<file path="src/hw/rtl/bffa_pkg.sv">
// Shared constants, codes and controller/datapath interface types of the block allocator.
package bffa_pkg;

	localparam int MAX_BLOCKS   = 1024;
	localparam int HEADER_BYTES = 4;

	localparam int BLK_W  = $clog2(MAX_BLOCKS);
	localparam int CNT_W  = BLK_W + 1;
	localparam int IDX_W  = (CNT_W > 11) ? CNT_W : 11;
	localparam int ADDR_W = 22;
	localparam int SIZE_W = 23;
	localparam int SEC_W  = 13;
	localparam int DIV_W  = 24;
	localparam int PRD_W  = IDX_W + SEC_W + 1;

	localparam logic [ADDR_W-1:0] ADDR_MAX = {ADDR_W{1'b1}};

	localparam logic [1:0] ST_OK      = 2'd0;
	localparam logic [1:0] ST_NOSPACE = 2'd1;
	localparam logic [1:0] ST_NULL    = 2'd2;

	localparam logic [1:0] REG_SECTOR   = 2'd0;
	localparam logic [1:0] REG_TOTAL    = 2'd1;
	localparam logic [1:0] REG_RESERVED = 2'd2;

	localparam logic [1:0] DSEL_NEED  = 2'd0;
	localparam logic [1:0] DSEL_FIRST = 2'd1;
	localparam logic [1:0] DSEL_RUN   = 2'd2;

	typedef struct packed {
		logic       clr_step;
		logic       load_req;
		logic       div_go;
		logic [1:0] div_sel;
		logic       scan_init;
		logic       scan_run;
		logic       mark_run;
		logic       first_load;
		logic       size_load;
		logic       free_set;
		logic       free_run;
		logic       free_fin;
		logic       fire;
		logic       grant;
		logic [1:0] code;
	} cmd_t;

	typedef struct packed {
		logic clr_last;
		logic div_done;
		logic hit;
		logic fail;
		logic mark_last;
		logic free_more;
		logic rel_zero;
		logic rel_small;
	} sts_t;

endpackage

</file>
<file path="src/hw/rtl/bffa_controller.sv">
// Controller state machine that sequences clearing, allocate and free requests.
module bffa_controller (
	input  logic           clk,
	input  logic           arst_n,
	input  logic           start,
	input  logic           req_type,
	input  bffa_pkg::sts_t sts,
	output bffa_pkg::cmd_t cmd,
	output logic           busy
);
	import bffa_pkg::*;

	localparam logic [3:0] S_CLEAR = 4'd0;
	localparam logic [3:0] S_IDLE  = 4'd1;
	localparam logic [3:0] S_AGO   = 4'd2;
	localparam logic [3:0] S_ADIV  = 4'd3;
	localparam logic [3:0] S_SINIT = 4'd4;
	localparam logic [3:0] S_SCAN  = 4'd5;
	localparam logic [3:0] S_MARK  = 4'd6;
	localparam logic [3:0] S_FGO   = 4'd7;
	localparam logic [3:0] S_FDIV  = 4'd8;
	localparam logic [3:0] S_FRD   = 4'd9;
	localparam logic [3:0] S_FRDW  = 4'd10;
	localparam logic [3:0] S_NGO   = 4'd11;
	localparam logic [3:0] S_NDIV  = 4'd12;
	localparam logic [3:0] S_FSET  = 4'd13;
	localparam logic [3:0] S_FREE  = 4'd14;

	logic [3:0] state_q;
	logic [3:0] state_d;

	always_comb begin
		cmd     = '0;
		state_d = state_q;
		unique case (state_q)
			S_CLEAR: begin
				cmd.clr_step = 1'b1;
				if (sts.clr_last) state_d = S_IDLE;
			end
			S_IDLE: begin
				if (start) begin
					cmd.load_req = 1'b1;
					if (!req_type) begin
						state_d = S_AGO;
					end else if (sts.rel_zero) begin
						cmd.fire = 1'b1;
						cmd.code = ST_NULL;
					end else if (sts.rel_small) begin
						cmd.fire = 1'b1;
						cmd.code = ST_OK;
					end else begin
						state_d = S_FGO;
					end
				end
			end
			S_AGO: begin
				cmd.div_go  = 1'b1;
				cmd.div_sel = DSEL_NEED;
				state_d     = S_ADIV;
			end
			S_ADIV: begin
				cmd.div_sel = DSEL_NEED;
				if (sts.div_done) state_d = S_SINIT;
			end
			S_SINIT: begin
				cmd.div_sel   = DSEL_NEED;
				cmd.scan_init = 1'b1;
				state_d       = S_SCAN;
			end
			S_SCAN: begin
				cmd.div_sel  = DSEL_NEED;
				cmd.scan_run = 1'b1;
				if (sts.hit) begin
					state_d = S_MARK;
				end else if (sts.fail) begin
					cmd.fire = 1'b1;
					cmd.code = ST_NOSPACE;
					state_d  = S_IDLE;
				end
			end
			S_MARK: begin
				cmd.mark_run = 1'b1;
				if (sts.mark_last) begin
					cmd.fire  = 1'b1;
					cmd.grant = 1'b1;
					cmd.code  = ST_OK;
					state_d   = S_IDLE;
				end
			end
			S_FGO: begin
				cmd.div_go  = 1'b1;
				cmd.div_sel = DSEL_FIRST;
				state_d     = S_FDIV;
			end
			S_FDIV: begin
				cmd.div_sel = DSEL_FIRST;
				if (sts.div_done) begin
					cmd.first_load = 1'b1;
					state_d        = S_FRD;
				end
			end
			S_FRD: begin
				state_d = S_FRDW;
			end
			S_FRDW: begin
				cmd.size_load = 1'b1;
				state_d       = S_NGO;
			end
			S_NGO: begin
				cmd.div_go  = 1'b1;
				cmd.div_sel = DSEL_RUN;
				state_d     = S_NDIV;
			end
			S_NDIV: begin
				cmd.div_sel = DSEL_RUN;
				if (sts.div_done) state_d = S_FSET;
			end
			S_FSET: begin
				cmd.div_sel  = DSEL_RUN;
				cmd.free_set = 1'b1;
				state_d      = S_FREE;
			end
			S_FREE: begin
				if (sts.free_more) begin
					cmd.free_run = 1'b1;
				end else begin
					cmd.free_fin = 1'b1;
					cmd.fire     = 1'b1;
					cmd.code     = ST_OK;
					state_d      = S_IDLE;
				end
			end
			default: state_d = S_IDLE;
		endcase
	end

	always_ff @(posedge clk or negedge arst_n) begin
		if (!arst_n) begin
			state_q <= S_CLEAR;
		end else begin
			state_q <= state_d;
		end
	end

	assign busy = state_q != S_IDLE;
endmodule

</file>
<file path="config.mk">
export PLATFORM = sky130hd
export DESIGN_NAME = bffa_controller
export DESIGN_NICKNAME = d
export VERILOG_FILES = /design/src/hw/rtl/bffa_pkg.sv /design/src/hw/rtl/bffa_controller.sv
export SDC_FILE = /design/constraint.sdc
export NUM_CORES = 1
export LEC_CHECK = 0
export BUFFER_PORTS_ARGS = -buffer_cell sky130_fd_sc_hd__buf_2
export CORE_AREA = 5 5 42 44
export DETAILED_ROUTE_END_ITERATION = 6
export DIE_AREA = 0 0 47 49
export PLACE_DENSITY_LB_ADDON = 0.3
export RECOVER_POWER = 25
export REMOVE_ABC_BUFFERS = 1
export SYNTH_ARGS = -nofsm -noshare
export SYNTH_HDL_FRONTEND = slang
export SYNTH_SLANG_ARGS = --single-unit
</file>
<file path="constraint.sdc">
create_clock -name clk -period 2.65 [get_ports clk]
set_input_delay 0 -clock clk [delete_from_list [all_inputs] [get_ports clk]]
set_output_delay 0 -clock clk [all_outputs]
set_load 0.01 [all_outputs]
</file>
Word-level counts from Yosys, hierarchy flattened
Index checks and enable logic that the tools add are counted.
Word-level totals
  register bits after elaboration: 4
  bits in latches: 0
  memory bits (writable): 0
  bits in read-only memories: 0
  output and inout port bits: 18
  memories kept: 0
Cells by class
  add/sub/neg operators: 0
  multiply operators: 0
  divide/modulo/power cells: 0
  order comparisons: 0
  equal/unequal tests: 25
  shifts and indexed selects: 0
  multiplexer cells: 43
  bitwise gates (word level): 0
  reductions and logical operators: 5
Operators by type and width (count)
  4-bit one-hot mux with 15 select lines: 1
  4-bit two-way mux: 13
  4-bit equality test (second input constant): 7
  1-bit two-way mux: 21
  4-bit by 3-bit equality test with 1-bit output (second input constant): 4
  2-bit != test (second input constant): 7
  2-bit two-way mux: 5
  10-bit AND reduction: 1
  3-bit != test (second input constant): 3
  4-bit by 2-bit equality test with 1-bit output (second input constant): 2
  2-bit one-hot mux with 3 select lines: 1
  3-bit OR reduction: 2
  4-bit by 1-bit equality test with 1-bit output (second input constant): 1
  4-bit zero test: 1
  4-bit by 1-bit != test with 1-bit output (second input constant): 1
  1-bit one-hot mux with 4 select lines: 1
  2-bit one-hot mux with 2 select lines: 1
  2-bit OR reduction: 1

Depth between registers and ports, before layout
Gate-level depths: netlist (run 1).
  depth after elaboration: 5
  depth in mapped cells: 6
  depth with buffers taken out: 5

Worst setup path after synthesis (run 1)
Ideal clock, no wire load.
  path type: reg-to-reg
  start: register state_q[3]
  end: register state_q[2]
  data arrival time: 1.465 ns
  data required time: 2.525 ns
  path slack: 1.060 ns
  cell stages (with the launch flop): 6
  path through: dfrtp_1 > nor4bb_1 > a32oi_1 > nand4b_2 > or2_1 > o21ai_1
On the way
  cells in the longest elaborated chain, start to end: 3
RTL lines
  start: declaration: line bffa_controller.sv:29  | logic [3:0] state_q;
  start signal: assignment: line bffa_controller.sv:141  | state_q <= state_d;
  4-bit by 3-bit equality test with 1-bit output (tied with other cells): line bffa_controller.sv:35  | unique case (state_q)
  3-bit != test (no source line) / 2-bit != test (equally long branches)
  10-bit AND reduction (no source line)
Parallel ways exist; a longest one is shown, timed or not.
A chain may end at the register's enable or synchronous reset.

==> flow_summary_export.csv, run 1 <==
group,metric,value,unit
timing,max_freq,0.4941,GHz
logic_synthesis,synth_cells,82,
placed_design,io_buffers,29,
cells_and_area,synthToLayoutAreaGrowth,24.03,%
route,postRouteAntennaNets,0,
clock_tree,cts_root_buf,"clkbuf_4",
global_routing,grt_use_total,0.1427,
clock_tree,path_clk_slew,0.04,ns
floorplanning,initial_utilization,0.4125,
worst_setup_path,required,2.65,ns
cells_and_area,final_area,716.9,um^2
logic_synthesis,yosys_warnings,0,
timing,skew,0.002327,ns
cells_and_area,final_cells,125,
worst_setup_path,reg2reg_slack,0.75,ns
pwr,peakVddDrop,0.3535,mV
global_routing,grt_pass1_wl,2546,um
worst_setup_path,setup.worst_path.start_class,"register",
floorplanning,pin_count,30,
cells_and_area,largest_reg_flops,4,
clock_tree,cts-buffers-inserted,3,
global_routing,grt_pass1_vias,603,
route,wl_per_cell,12.35,um
logic_synthesis,avgSynthCellArea,7.049,um^2
cells_and_area,fill_cells,152,
cells_and_area,regMostFlops,"state_q",
timing,final_hold_viol_count,0,
route,wl,1544,um
timing,finalCritPeriodShare,0.7637,
logic_synthesis,synth-seq-cells,4,
clock_tree,clk_path_buf_depth,2,
pwr,leakagePower,0.3715,nW
floorplanning,row_count,14,
logic_synthesis,synth_cell_type_count,33,
placed_design,placed_cell_area,688.2,um^2
timing,fin_crit,2.024,ns
clock_tree,cts.sinks,4,
run_status,status,"finished clean",
worst_setup_path,rr_endpoint,"state_q[1]",
logic_synthesis,synth-edff-count,0,
cells_and_area,final_nets,123,
logic_synthesis,ys_seq_area_frac,0.1732,
cells_and_area,utilization,0.5116,
placed_design,place_inst,121,
global_routing,grt_max_degree,23,
floorplanning,die_area,2303,um^2
pwr,powerDensity,1046,nW/um^2
job,cap_violations,0,
global_routing,overflow,0,
route,drt_iter0_markers,12,
worst_setup_path,critical_path_arrival,2.02,ns
route,drc_errors,0,
worst_setup_path,critPathMaxFanout,22,
timing,drv_slew,0,
worst_hold_path,hold_class,"in -> async",
cells_and_area,diodes,0,
timing,finalSetupTns,0,ns
timing,relSlewSlack,0.5832,
route,vias,668,
worst_setup_path,regToRegStartpoint,"state_q[2]",
timing,rsz0062_at_grt,"false",
worst_setup_path,cp-end-kind,"output port",
logic_synthesis,syn-cell-area,578.1,um^2
clock_tree,clkLatencyLatePin,0.23,ns
worst_setup_path,reg2regPathDepth,5,
timing,tightest_slew,0.6252,ns
placed_design,dp_hpwl,1161,um
timing,finalSetupViolations,0,
cells_and_area,reg_top3,"state_q (4)",
cells_and_area,layout-drive-gt1-share,0.3211,
placed_design,place_congestion,0.7928,
clock_tree,cts_resized,0,
floorplanning,dieWidth,47,um
floorplanning,core,1401,um^2
logic_synthesis,synthFlopType,"dfrtp_1",
route,post_drt_via_cell_ratio,5.344,
floorplanning,die_h,49,um
global_routing,antenna_found_initial,0,
worst_setup_path,path_class,"reg -> out",
clock_tree,htree_levels,1,
route,drtPass1Iterations,4,
timing,hold_ws,0.1246,ns
clock_tree,cts_tree,"built",
logic_synthesis,synth-async-reset-ratio,1.000,
## cell usage in the layout, fill, tap and decap left out, drive strengths merged, types with 2 or more instances in the layout
master	count
clkbuf	6
and2	2
dfrtp	4
nand3	2
or2	2
nand2	6
nor2	11
nor3	6
o21ai	11
a21oi	5
inv	7
and3	2
buf	26
## worst max path at each step
stage	slack, ns	end	startpoint	cells past startpoint
after global routing	0.43	cmd[3]	state_q[2]	5
after floorplan	0.79	state_q[1]	state_q[2]	5
final	0.63	cmd[1]	state_q[1]	5
after CTS	0.62	cmd[1]	state_q[1]	5
after global placement	0.80	state_q[1]	state_q[1]	5
after detailed placement	0.75	state_q[1]	state_q[2]	5
## critical path, cell delays in order, from the launching register on
cell and delay (ns):
dfrtp_1 0.59, or4b_4 0.64, or2_1 0.23, inv_1 0.06, and3_1 0.14, buf_2 0.12
## metrics by stage
step	setup WS (ns)	power (mW)
floorplan	0.7936	0.5215
global placement	0.8012	0.6691
detailed placement	0.7528	0.6774
CTS	0.6212	0.7565
global route	0.4279	0.8307
finish	0.6261	0.7499
## timing repair
item                                   in CTS  in global routing
endpoints found under the hold margin       4                  0
hold buffers                                1                  0
setup buffers                               0                  0
## metal layers
layer,vias to the layer above,wire length [um],global-route usage
met3,0,107,0.04428
li1,348,-,-
met1,299,710,0.2062
met4,0,0,0.04147
met5,-,0,0
met2,21,726,0.1991
## final cells by class
cell class                      count  area, um^2  area share
Timing Repair Buffer               30       151.4      0.2112
Clock buffer                        3       22.52     0.03141
Sequential cell                     4       100.1      0.1396
Inverter                            7       26.28     0.03665
Multi-Input combinational cell     65       396.6      0.5532
Tap cell                           16       20.02     0.02792
## Yosys cell counts (2+ instances only)
cell | count | area share
nor2_1 | 11 | 0.071
o21ai_0 | 9 | 0.078
inv_1 | 7 | 0.045
nand2_1 | 6 | 0.039
nor3_1 | 6 | 0.052
a21oi_1 | 5 | 0.043
dfrtp_1 | 4 | 0.17
buf_6 | 3 | 0.058
and2_1 | 2 | 0.022
and3_1 | 2 | 0.022
clkbuf_1 | 2 | 0.013
nand3_1 | 2 | 0.017
o21ai_1 | 2 | 0.017
or2_1 | 2 | 0.022
## report_power, final
part           leakage [nW]  total (mW)  switching [mW]  internal, mW
combinational         0.309       0.449           0.242         0.207
sequential           0.0486       0.229           0.138        0.0910
clock                0.0138      0.0724          0.0219        0.0505
total                 0.372       0.750           0.401         0.349
## cell families (layout without fill, tap and decap cells)
| kind of cell | Yosys count | after routing | share of synthesized area |
|---|---|---|---|
| AOI/OAI and AO/OA | 23 | 23 | 0.2554 |
| xor gates and xnor gates | 1 | 1 | 0.01515 |
| buffers and inverters | 13 | 40 | 0.1407 |
| DFF | 4 | 4 | 0.1732 |
| muxes | 1 | 1 | 0.01732 |
| and+or+nand+nor | 40 | 40 | 0.3983 |
(Power assumes the default switching activity.)
==> run 2, diff against run 1 <==
--- a/config.mk
+++ b/config.mk
@@ -6,9 +6,9 @@
 export NUM_CORES = 1
 export LEC_CHECK = 0
 export BUFFER_PORTS_ARGS = -buffer_cell sky130_fd_sc_hd__buf_2
-export CORE_AREA = 5 5 42 44
+export CORE_MARGIN = 5
+export CORE_UTILIZATION = 43
 export DETAILED_ROUTE_END_ITERATION = 6
-export DIE_AREA = 0 0 47 49
 export PLACE_DENSITY_LB_ADDON = 0.3
 export RECOVER_POWER = 25
 export REMOVE_ABC_BUFFERS = 1
==> constraint.sdc (replaced) <==
create_clock -name clk -period 2 [get_ports clk]
set_input_delay 0 -clock clk [delete_from_list [all_inputs] [get_ports clk]]
set_output_delay 0 -clock clk [all_outputs]
set_load 0.01 [all_outputs]
==> run 2 against run 1 <==
  * Register-to-register slack got worse by 0.50 ns
  * Flip-flop and latch count did not move
  * Worst setup slack got worse by 0.52 ns
  * Cell count rose by 2.4%
  * Worst hold slack got worse by 0.011 ns
  * Global-route usage rose by 2.3 points
  * Sequential share of layout area fell by 0.27 points
  * Sequential power rose by 14%
  * Cell area rose by 4.5%
  * Clock skew fell by 0.0014 ns
  * Count of clock-buffer cells in the layout did not move
  * Clock power rose by 44%
==> flow_summary_export.csv, run 2 (synthesized netlist as in run 1, its figures left out) <==
group,metric,value,unit
job,cap_violations,0,
route,postRouteAntennaNets,0,
clock_tree,htree_levels,1,
cells_and_area,largest_reg_flops,4,
global_routing,grt_use_total,0.1657,
worst_setup_path,slowest_stage,"dfrtp_1",
cells_and_area,final_cells,128,
cells_and_area,final_cell_mix,"buf_2, nor2_1, o21ai_0",
timing,finalCritPeriodShare,0.9452,
clock_tree,clkLatencyLatePin,0.24,ns
clock_tree,clk_path_buf_depth,2,
floorplanning,pin_count,30,
timing,drv_slew,0,
global_routing,overflow,0,
placed_design,dp_slack,0.1994,ns
worst_setup_path,cp-end-kind,"output port",
route,wl,1602,um
route,drc_errors,0,
timing,layout_setup_ws,0.1096,ns
placed_design,dp_hpwl,1238,um
cells_and_area,diodes,0,
global_routing,antenna_found_initial,0,
global_routing,grt_pass1_wl,2691,um
timing,relSlewSlack,0.7260,
cells_and_area,reg_top3,"state_q (4)",
timing,finalSetupTns,0,ns
clock_tree,path_clk_slew,0.04,ns
cells_and_area,utilization,0.5833,
timing,fin_crit,1.890,ns
worst_setup_path,reg2regPathDepth,5,
floorplanning,die_area,2178,um^2
floorplanning,die_h,46.67,um
worst_setup_path,required,2.00,ns
placed_design,io_buffers,29,
pwr,powerDensity,1427,nW/um^2
timing,max_freq,0.5290,GHz
worst_hold_path,hold_class,"in -> async",
global_routing,grt_pass1_vias,667,
route,post_drt_via_cell_ratio,5.484,
placed_design,place_inst,124,
worst_setup_path,path_cells,"or4b_4 > or2_1 > inv_1 > and3_1 > buf_2",
floorplanning,initial_utilization,0.4499,
clock_tree,cts_setup_buffers,0,
cells_and_area,final_nets,127,
clock_tree,cts.sinks,4,
timing,skew,0.0009253,ns
route,drt_iter0_markers,23,
cells_and_area,final_common_cell,"buf_2",
pwr,leakagePower,0.3929,nW
clock_tree,cts-buffers-inserted,3,
run_status,status,"finished clean",
cells_and_area,regMostFlops,"state_q",
timing,tightest_slew,0.4055,ns
route,drtPass1Iterations,4,
placed_design,place_congestion,0.8124,
worst_setup_path,max_stage_delay,0.54,ns
floorplanning,core,1285,um^2
cells_and_area,synthToLayoutAreaGrowth,29.65,%
cells_and_area,layout-drive-gt1-share,0.3717,
floorplanning,row_count,13,
timing,finalSetupViolations,0,
floorplanning,dieWidth,46.67,um
clock_tree,cts_root_buf,"clkbuf_4",
timing,rsz0062_at_grt,"false",
timing,final_hold_viol_count,0,
route,wl_per_cell,12.52,um
clock_tree,cts_tree,"built",
route,vias,702,
pwr,peakVddDrop,0.6979,mV
timing,hold_ws,0.1132,ns
worst_setup_path,setup.worst_path.start_class,"register",
worst_setup_path,critPathMaxFanout,11,
global_routing,grt_max_degree,17,
worst_setup_path,critical_path_arrival,1.89,ns
cells_and_area,fill_cells,128,
worst_setup_path,path_class,"reg -> out",
run 2: cell types whose count changed in the layout (fill, tap and decap cells not counted), sizes merged:
cell	before	now
buf	26	31
clkbuf	6	5
run 2: worst max-delay path, delay by kind of cell (launching register included):
| kind | cells | cell delay, ns |
|---|---|---|
| buf+inv | 2 | 0.19 |
| flops | 1 | 0.54 |
| simple gates | 3 | 0.90 |
run 2: final cells by class:
class | count | area [um^2] | area share
Sequential cell | 4 | 102.6 | 0.1369
Tap cell | 15 | 18.77 | 0.02504
Clock buffer | 3 | 22.52 | 0.03005
Timing Repair Buffer | 34 | 182.7 | 0.2437
Inverter | 7 | 26.28 | 0.03506
Multi-Input combinational cell | 65 | 396.6 | 0.5292
run 2: where the power goes:
part	switching, mW	internal [mW]	total, mW
clock network	0.0369	0.0674	0.104
logic	0.382	0.322	0.704
registers	0.135	0.126	0.261
run 2: layer usage:
metal / wire length (um) / GRT usage
met2: 715 / 0.2610
met3: 106 / 0.003906
met1: 744 / 0.2274
met5: 0 / 0
met4: 34 / 0.08840
run 2: repair_timing:
| action | 4_1_cts | 5_1_grt |
|---|---|---|
| gates resized for setup | 0 | 2 |
| endpoints found under the hold margin | 4 | 0 |
| hold buffers | 1 | 0 |
| endpoints found under the setup margin | 0 | 1 |
run 2: path summary, 6_finish.rpt:
check                           start         end  slack (ns)
setup / recovery           state_q[0]      cmd[1]        0.11
max in group asynchronous      arst_n  state_q[1]        1.69
min in group clk               sts[5]  state_q[1]        0.13
hold / removal                 arst_n  state_q[2]        0.11
setup reg to reg           state_q[0]  state_q[2]        0.25
hold reg to reg            state_q[1]  state_q[1]        0.72
run 2: per-stage QoR:
stage	instance area [um^2]	power [mW]
finish	749.5	1.069
floorplan	523.0	0.6910
CTS	749.5	1.057
global placement	716.9	0.9420
detailed placement	716.9	0.9520
global route	749.5	1.168
